### src/hdl/ffa_pkg.sv
// Shared constants, codes and types for the fall and fever alert block.
package ffa_pkg;

    localparam int OP_W     = 2;
    localparam int BYTE_W   = 8;
    localparam int AXIS_W   = 14;
    localparam int ADC_W    = 10;
    localparam int SUM_W    = 18;
    localparam int WIN_W    = 8;
    localparam int REPLY_W  = 2;
    localparam int CFG_IDX_W = 2;
    localparam int CFG_W    = 18;

    // operation codes
    localparam logic [OP_W-1:0] OP_ACCEL = 2'd0;
    localparam logic [OP_W-1:0] OP_TEMP  = 2'd1;
    localparam logic [OP_W-1:0] OP_HOST  = 2'd2;

    // host request characters
    localparam logic [BYTE_W-1:0] REQ_FALL  = 8'h52; // 'R'
    localparam logic [BYTE_W-1:0] REQ_FEVER = 8'h4B; // 'K'
    localparam logic [BYTE_W-1:0] REQ_TEMP  = 8'h46; // 'F'

    // reply codes
    localparam logic [REPLY_W-1:0] REPLY_CLEAR = 2'd0;
    localparam logic [REPLY_W-1:0] REPLY_SET   = 2'd1;
    localparam logic [REPLY_W-1:0] REPLY_TEMP  = 2'd2;

    // configuration register indexes
    localparam logic [CFG_IDX_W-1:0] CFG_JERK_THR  = 2'd0;
    localparam logic [CFG_IDX_W-1:0] CFG_WIN_LEN   = 2'd1;
    localparam logic [CFG_IDX_W-1:0] CFG_FEVER_THR = 2'd2;

    // register reset values
    localparam logic [AXIS_W-1:0] JERK_THR_RST  = 14'd1500;
    localparam logic [WIN_W-1:0]  WIN_LEN_RST   = 8'd200;
    localparam logic [SUM_W-1:0]  FEVER_THR_RST = 18'd37442;

    // status from the temperature accumulator
    typedef struct packed {
        logic             fever_hit;
        logic [SUM_W-1:0] last_sum;
    } ffa_temp_stat_t;

    // one result transaction
    typedef struct packed {
        logic [REPLY_W-1:0] reply_code;
        logic [SUM_W-1:0]   temperature_sum;
    } ffa_result_t;

endpackage

### src/hdl/ffa_axis_lane.sv
// One accelerometer axis lane: forms the 14-bit value and checks the jerk.
module ffa_axis_lane (
    input  logic                        aclk,
    input  logic                        aresetn,
    input  logic                        sample_en,
    input  logic [ffa_pkg::BYTE_W-1:0]  data_high,
    input  logic [ffa_pkg::BYTE_W-1:0]  data_low,
    input  logic [ffa_pkg::AXIS_W-1:0]  jerk_threshold,
    output logic                        jerk
);
    import ffa_pkg::*;

    logic [AXIS_W-1:0] prev_reg;
    logic [AXIS_W-1:0] raw;
    logic [AXIS_W:0]   diff;
    logic [AXIS_W:0]   mag;

    assign raw  = {data_high, data_low[BYTE_W-1:2]};
    assign diff = $signed({raw[AXIS_W-1], raw}) - $signed({prev_reg[AXIS_W-1], prev_reg});
    assign mag  = diff[AXIS_W] ? (~diff + 1'b1) : diff;
    assign jerk = mag > {1'b0, jerk_threshold};

    always_ff @(posedge aclk) begin
        if (!aresetn) begin
            prev_reg <= '0;
        end else if (sample_en) begin
            prev_reg <= raw;
        end
    end

endmodule

### src/hdl/ffa_temp_acc.sv
// Temperature window accumulator: sums ADC samples, reports completed windows.
module ffa_temp_acc (
    input  logic                        aclk,
    input  logic                        aresetn,
    input  logic                        sample_en,
    input  logic [ffa_pkg::ADC_W-1:0]   adc_sample,
    input  logic [ffa_pkg::WIN_W-1:0]   window_length,
    input  logic [ffa_pkg::SUM_W-1:0]   fever_sum_threshold,
    output ffa_pkg::ffa_temp_stat_t     stat
);
    import ffa_pkg::*;

    logic [SUM_W-1:0] running_reg;
    logic [WIN_W-1:0] taken_reg;
    logic [SUM_W-1:0] last_reg;
    logic [SUM_W-1:0] sum;
    logic [WIN_W:0]   count;
    logic             done;

    assign sum   = running_reg + {{(SUM_W-ADC_W){1'b0}}, adc_sample};
    assign count = {1'b0, taken_reg} + 1'b1;
    // a shortened window completes on the next sample
    assign done  = count >= {1'b0, window_length};

    assign stat.fever_hit = sample_en && done && (sum >= fever_sum_threshold);
    assign stat.last_sum  = last_reg;

    always_ff @(posedge aclk) begin
        if (!aresetn) begin
            running_reg <= '0;
            taken_reg   <= '0;
            last_reg    <= '0;
        end else if (sample_en) begin
            if (done) begin
                last_reg    <= sum;
                running_reg <= '0;
                taken_reg   <= '0;
            end else begin
                running_reg <= sum;
                taken_reg   <= count[WIN_W-1:0];
            end
        end
    end

endmodule

### src/hdl/fall_and_fever_alert_top.sv
// Top level of the fall and fever alert block.
//
// Takes one input transaction per clock while s_ready is high: an accelerometer
// sample (operation 0), a temperature ADC sample (operation 1) or a host
// request byte (operation 2). The three axes are checked side by side in three
// identical lanes, each holding its axis's previous value; their jerk results
// are ORed into the sticky fall flag in the same cycle. Temperature samples are
// summed over a window of window_length samples; the sum of every completed
// window is kept, and one at or above fever_sum_threshold sets the sticky
// fever flag. Host 'R' and 'K' reply with the fall or fever flag and clear it,
// 'F' replies with the kept window sum; other bytes and operation 3 give
// nothing. The state seen by a request is that left by all earlier
// transactions. Results leave through an output register backed by one skid
// entry, so input keeps flowing while a reply waits; s_ready only drops when
// both hold a reply. Configuration writes take effect on the next cycle and
// should only be made while the block is idle.
module fall_and_fever_alert_top (
    input  logic                           aclk,
    input  logic                           aresetn,

    input  logic                           cfg_we,
    input  logic [ffa_pkg::CFG_IDX_W-1:0]  cfg_index,
    input  logic [ffa_pkg::CFG_W-1:0]      cfg_data,

    input  logic                           s_valid,
    output logic                           s_ready,
    input  logic [ffa_pkg::OP_W-1:0]       s_operation,
    input  logic [ffa_pkg::BYTE_W-1:0]     s_x_high,
    input  logic [ffa_pkg::BYTE_W-1:0]     s_x_low,
    input  logic [ffa_pkg::BYTE_W-1:0]     s_y_high,
    input  logic [ffa_pkg::BYTE_W-1:0]     s_y_low,
    input  logic [ffa_pkg::BYTE_W-1:0]     s_z_high,
    input  logic [ffa_pkg::BYTE_W-1:0]     s_z_low,
    input  logic [ffa_pkg::ADC_W-1:0]      s_adc_sample,
    input  logic [ffa_pkg::BYTE_W-1:0]     s_request_byte,

    output logic                           m_valid,
    input  logic                           m_ready,
    output logic [ffa_pkg::REPLY_W-1:0]    m_reply_code,
    output logic [ffa_pkg::SUM_W-1:0]      m_temperature_sum
);
    import ffa_pkg::*;

    // configuration registers
    logic [AXIS_W-1:0] jerk_thr_reg;
    logic [WIN_W-1:0]  win_len_reg;
    logic [SUM_W-1:0]  fever_thr_reg;

    // sticky flags
    logic fall_flag_reg,  fall_flag_next;
    logic fever_flag_reg, fever_flag_next;

    // output register and skid entry
    logic        m_valid_reg,  m_valid_next;
    ffa_result_t m_data_reg,   m_data_next;
    logic        skid_valid_reg, skid_valid_next;
    ffa_result_t skid_data_reg,  skid_data_next;

    logic           accept;
    logic           accel_en;
    logic           temp_en;
    logic           host_en;
    logic           req_fall;
    logic           req_fever;
    logic           req_temp;
    logic           produce;
    logic           pop;
    logic [2:0]     lane_jerk;
    logic           any_jerk;
    ffa_temp_stat_t temp_stat;
    ffa_result_t    result;

    assign s_ready  = !skid_valid_reg;
    assign accept   = s_valid && s_ready;
    assign accel_en = accept && (s_operation == OP_ACCEL);
    assign temp_en  = accept && (s_operation == OP_TEMP);
    assign host_en  = accept && (s_operation == OP_HOST);

    assign req_fall  = host_en && (s_request_byte == REQ_FALL);
    assign req_fever = host_en && (s_request_byte == REQ_FEVER);
    assign req_temp  = host_en && (s_request_byte == REQ_TEMP);
    assign produce   = req_fall || req_fever || req_temp;

    // configuration write port; index 3 is ignored
    always_ff @(posedge aclk) begin
        if (!aresetn) begin
            jerk_thr_reg  <= JERK_THR_RST;
            win_len_reg   <= WIN_LEN_RST;
            fever_thr_reg <= FEVER_THR_RST;
        end else if (cfg_we) begin
            case (cfg_index)
                CFG_JERK_THR:  jerk_thr_reg  <= cfg_data[AXIS_W-1:0];
                CFG_WIN_LEN:   win_len_reg   <= cfg_data[WIN_W-1:0];
                CFG_FEVER_THR: fever_thr_reg <= cfg_data[SUM_W-1:0];
                default: ;
            endcase
        end
    end

    // three axis lanes in parallel
    ffa_axis_lane u_lane_x (
        .aclk           (aclk),
        .aresetn        (aresetn),
        .sample_en      (accel_en),
        .data_high      (s_x_high),
        .data_low       (s_x_low),
        .jerk_threshold (jerk_thr_reg),
        .jerk           (lane_jerk[0])
    );

    ffa_axis_lane u_lane_y (
        .aclk           (aclk),
        .aresetn        (aresetn),
        .sample_en      (accel_en),
        .data_high      (s_y_high),
        .data_low       (s_y_low),
        .jerk_threshold (jerk_thr_reg),
        .jerk           (lane_jerk[1])
    );

    ffa_axis_lane u_lane_z (
        .aclk           (aclk),
        .aresetn        (aresetn),
        .sample_en      (accel_en),
        .data_high      (s_z_high),
        .data_low       (s_z_low),
        .jerk_threshold (jerk_thr_reg),
        .jerk           (lane_jerk[2])
    );

    // merge: any axis over threshold
    assign any_jerk = |lane_jerk;

    ffa_temp_acc u_temp (
        .aclk                (aclk),
        .aresetn             (aresetn),
        .sample_en           (temp_en),
        .adc_sample          (s_adc_sample),
        .window_length       (win_len_reg),
        .fever_sum_threshold (fever_thr_reg),
        .stat                (temp_stat)
    );

    // reply built from the flags as they stand before this transaction
    always_comb begin
        result.reply_code      = REPLY_CLEAR;
        result.temperature_sum = '0;
        if (req_fall) begin
            result.reply_code = fall_flag_reg ? REPLY_SET : REPLY_CLEAR;
        end else if (req_fever) begin
            result.reply_code = fever_flag_reg ? REPLY_SET : REPLY_CLEAR;
        end else if (req_temp) begin
            result.reply_code      = REPLY_TEMP;
            result.temperature_sum = temp_stat.last_sum;
        end
    end

    always_comb begin
        fall_flag_next  = (fall_flag_reg && !req_fall) || (accel_en && any_jerk);
        fever_flag_next = (fever_flag_reg && !req_fever) || temp_stat.fever_hit;
    end

    always_ff @(posedge aclk) begin
        if (!aresetn) begin
            fall_flag_reg  <= 1'b0;
            fever_flag_reg <= 1'b0;
        end else begin
            fall_flag_reg  <= fall_flag_next;
            fever_flag_reg <= fever_flag_next;
        end
    end

    // output register with skid entry
    assign pop = m_valid_reg && m_ready;

    always_comb begin
        m_valid_next    = m_valid_reg;
        m_data_next     = m_data_reg;
        skid_valid_next = skid_valid_reg;
        skid_data_next  = skid_data_reg;
        if (skid_valid_reg) begin
            if (pop) begin
                m_data_next     = skid_data_reg;
                skid_valid_next = 1'b0;
            end
        end else if (produce) begin
            if (!m_valid_reg || pop) begin
                m_valid_next = 1'b1;
                m_data_next  = result;
            end else begin
                skid_valid_next = 1'b1;
                skid_data_next  = result;
            end
        end else if (pop) begin
            m_valid_next = 1'b0;
        end
    end

    always_ff @(posedge aclk) begin
        if (!aresetn) begin
            m_valid_reg    <= 1'b0;
            skid_valid_reg <= 1'b0;
        end else begin
            m_valid_reg    <= m_valid_next;
            skid_valid_reg <= skid_valid_next;
        end
    end

    always_ff @(posedge aclk) begin
        m_data_reg    <= m_data_next;
        skid_data_reg <= skid_data_next;
    end

    assign m_valid           = m_valid_reg;
    assign m_reply_code      = m_data_reg.reply_code;
    assign m_temperature_sum = m_data_reg.temperature_sum;

    // checks
    a_skid_behind_out: assert property (@(posedge aclk) disable iff (!aresetn)
        skid_valid_reg |-> m_valid_reg)
        else $error("skid entry holds a reply while the output register is empty");

    a_fall_query_clears: assert property (@(posedge aclk) disable iff (!aresetn)
        req_fall |=> !fall_flag_reg)
        else $error("fall flag still set after an R query");

    a_fever_query_clears: assert property (@(posedge aclk) disable iff (!aresetn)
        (req_fever && !temp_stat.fever_hit) |=> !fever_flag_reg)
        else $error("fever flag still set after a K query");

    a_reply_lands: assert property (@(posedge aclk) disable iff (!aresetn)
        produce |=> m_valid_reg)
        else $error("reply transaction lost");

endmodule

### config.mk
export PLATFORM = sky130hd
export DESIGN_NAME = fall_and_fever_alert_top
export DESIGN_NICKNAME = d
export VERILOG_FILES = /design/src/hdl/ffa_pkg.sv /design/src/hdl/ffa_axis_lane.sv /design/src/hdl/ffa_temp_acc.sv /design/src/hdl/fall_and_fever_alert_top.sv
export SDC_FILE = /design/constraint.sdc
export NUM_CORES = 1
export LEC_CHECK = 0
export BUFFER_PORTS_ARGS = -buffer_cell sky130_fd_sc_hd__buf_2
export CAP_MARGIN = 20
export CORE_ASPECT_RATIO = 0.8
export CORE_MARGIN = 2
export CORE_UTILIZATION = 63
export DETAILED_ROUTE_END_ITERATION = 8
export HOLD_SLACK_MARGIN = 0.06
export PLACE_DENSITY_LB_ADDON = 0.25
export SLEW_MARGIN = 20
export SYNTH_ARGS = -nofsm -noshare
export SYNTH_HDL_FRONTEND = slang
export SYNTH_SLANG_ARGS = --single-unit
export TNS_END_PERCENT = 100
### constraint.sdc
create_clock -name aclk -period 11.3 [get_ports aclk]
set_clock_uncertainty 0.2 [all_clocks]
set_input_delay 2.26 -clock aclk [delete_from_list [all_inputs] [get_ports aclk]]
set_output_delay 2.26 -clock aclk [all_outputs]
set_load 0.02 [all_outputs]
==> reports/metrics.yaml <==
clock_network:
  cts_root_buf: "clkbuf_16"
  postCtsSetupRepairBufs: 0
  clk_latency_ns: 0.44
  path_clk_slew_ns: 0.07
  clock-sinks: 170
  postCtsHoldBufs: 0
  cts_resized: 0
  cts_buffers: 17
  cts_tree: "built"
  h-tree-depth: 4
  cts.path.max_buffers: 2
cells_and_area:
  antenna_cells: 0
  multi_input_area_um2: 7029
  layout.nets: 1704
  syn_to_final_growth_pct: 11.15
  drive_above_1_share_pct: 11.03
  stdcell_count: 1726
  largest_reg_flops: 20
  register_area_um2: 3804
  fillCellCount: 1449
setup_path:
  end_kind: "flop"
  crit_end: "fall_flag_reg"
  required_ns: 11.42
  ff2ff_setup_slack_ns: 5.97
  startpoint_type: "input port"
  reg2reg_depth: 21
  rr_startpoint: "u_lane_z.prev_reg[0]"
  worstPathArrival_ns: 7.08
  startpoint: "s_z_low[2]"
  reg2reg_to: "fall_flag_reg"
  critPathMaxFanout: 14
  critPathKind: "input port to flop"
global_routing:
  grt_pass1_wl_um: 45530
  antenna_found_initial: 0
  grt_pass1_vias: 9615
  track_usage_pct: 28.62
  globalRouteOverflowTotal: 0
  grt_max_degree: 105
timing:
  fin_crit_ns: 6.962
  max_slew_margin_pct: 28.64
  max_clock_freq_mhz: 143.6
  worst_pin_slew_ns: 1.061
  setup_tns_ns: 0
  whs_ns: 0.2555
  finalCritPeriodShare_pct: 61.61
  setup_viol: 0
  finalMaxSlewViolations: 0
  rsz0062_at_grt: "no"
  finalHoldViolCount: 0
power_and_ir_drop:
  clkPwrFrac_pct: 36.0
  power.share.sequential_pct: 40.0
  p_int_mw: 1.084
  p_leak_nw: 5.360
  vdd_drop_max_uv: 98.90
  p_per_area_nw_per_um2: 125.4
  pwr-share-comb_pct: 24.0
  swShare_pct: 31.98
  switchingPower_mw: 0.5098
run_status:
  status: "finished clean"
logic_synthesis:
  synth_seq_cells: 170
  synth-seq-area-share_pct: 33.26
  synth_cells: 1403
  synth-compound-area-share_pct: 19.27
  synthSimpleGateAreaFrac_pct: 20.18
  synth.distinct_cells: 72
  synth_top_cell_by_area: "dfxtp_1"
  syn_nets: 1624
  synth_top_family_by_area: "simple AND/OR/NAND/NOR gates"
  synth_flop_cell: "dfxtp_1"
  synth_most_common_cell: "nand2_1"
  async_reset_ff_share_pct: 0
  synthAdderAreaFrac_pct: 14.27
  synthTopCellsByArea: "dfxtp_1 23%, ha_1 14%, edfxtp_1 11%, nand2_1 7.7%, a21oi_1 6.2%"
  synth_xor_area_share_pct: 6.740
  yosys_warnings: 0
  synth-edff-count: 40
  synth_top_area_share_pct: 22.76
  avgSynthCellArea_um2: 8.150
  synthMuxAreaShare_pct: 0.7222
  syn-cell-area_um2: 11430
  synth_common_cells: "234 x nand2_1, 142 x a21oi_1, 130 x dfxtp_1"
run:
  cap_violations: 0
route:
  drt-initial-drc-count: 793
  firstDrtPassIters: 5
  post-route-drc-count: 0
  vias_per_cell: 5.900
  wl_um: 27130
  vias: 10183
  wl_per_cell_um: 15.72
  ant_nets: 0
die:
  die_area_um2: 19250
  start_util_pct: 63.71
  core_area_um2: 17950
  die_w_um: 154.6
  placement_rows: 44
  io_pins: 115
  die_h_um: 124.5
placed_design:
  dp.cells: 1694
  dp_hpwl_um: 19720
  routabilityCongestion: 0.9200
  port_buffers: 108
worst_hold_path:
  min_path_type: "flop to flop"
  min-delay-start: "u_lane_z.prev_reg[3]"
  whs_path_depth: 2
==> critical path: stages <==
cell and delay (ns):
buf_2 0.10, inv_1 0.05, ha_1 0.16, inv_1 0.06, fa_1 0.47, a211oi_1 0.33, o21ai_1 0.15, a31oi_2 0.29
o221ai_1 0.18, a21oi_1 0.26, nor2b_1 0.07, o41a_1 0.50, mux2_2 0.37, ha_1 0.29, nor2b_1 0.14, o21a_1 0.16
o21a_1 0.16, o21ai_0 0.17, a211o_1 0.15, a31oi_1 0.09, nor4b_1 0.29, a31oi_1 0.15, a31o_1 0.21
==> how the worst min path moves through the flow <==
| stage | end | slack, ns |
|---|---|---|
| after detailed placement | u_temp.last_reg[3] | 0.25 |
| after global routing | u_lane_z.prev_reg[3] | 0.27 |
| after floorplan | u_temp.last_reg[0] | 0.23 |
| after CTS | u_temp.last_reg[3] | 0.26 |
| after global placement | u_lane_x.prev_reg[12] | 0.24 |
| final | u_lane_z.prev_reg[3] | 0.26 |
==> through the flow <==
stage | cell area [um^2] | power (mW) | util [%] | worst slack [ns]
final | 12710 | 1.594 | 70.82 | 4.338
after global routing | 12710 | 1.672 | 70.82 | 4.083
after CTS | 12690 | 1.594 | 70.72 | 4.443
after detailed placement | 12120 | 1.019 | 67.52 | 4.047
after global placement | 12120 | 1.006 | 67.52 | 4.134
after floorplan | 11430 | 0.9293 | - | 4.655
==> routing by layer <==
metal	vias to the layer above	wire length (um)	track usage (%)	part of all wire [%]
li1	5053	-	-	-
met1	4765	13330	41.31	49
met2	324	11740	44.72	43
met3	39	1599	4.732	5.9
met4	2	422	7.353	1.6
met5	-	39	0	0.14
==> layout by cell type, fill, tap and decap left out, types with 18 or more instances in the layout <==
cell type / netlist / routed
nand2_1: 234 / 234
a21oi_1: 142 / 141
dfxtp_1: 130 / 130
ha_1: 124 / 124
inv_1: 112 / 112
buf_2: 3 / 108
nor2_1: 71 / 71
xnor2_1: 55 / 55
o21ai_0: 47 / 47
nand3_1: 44 / 44
edfxtp_1: 40 / 40
a21o_1: 36 / 36
xor2_1: 33 / 33
and2_1: 25 / 25
o21a_1: 20 / 20
a31oi_1: 18 / 18
nor2b_1: 18 / 18
==> power by group through the flow <==
stage | Combinational, mW | Sequential [mW] | Clock (mW)
after floorplan | 0.280 | 0.650 | 0
after detailed placement | 0.368 | 0.651 | 0
after global placement | 0.355 | 0.651 | 0
after global routing | 0.427 | 0.638 | 0.606
final | 0.382 | 0.637 | 0.575
after CTS | 0.376 | 0.637 | 0.581
==> layout make-up <==
class / instances / area share, %
Timing Repair Buffer: 114 / 4.637
Tap cell: 230 / 2.264
Clock inverter: 15 / 1.171
Multi-Input combinational cell: 1067 / 55.31
Clock buffer: 17 / 3.347
Inverter: 113 / 3.347
Sequential cell: 170 / 29.93
==> cells by family after synthesis <==
kind of cell,after synthesis
simple gates,494
compound gates,349
flops,170
buf+inv,166
fa+ha+maj,128
xor+xnor,88
mux,8
No activity file was read; power rests on OpenSTA's default activity.
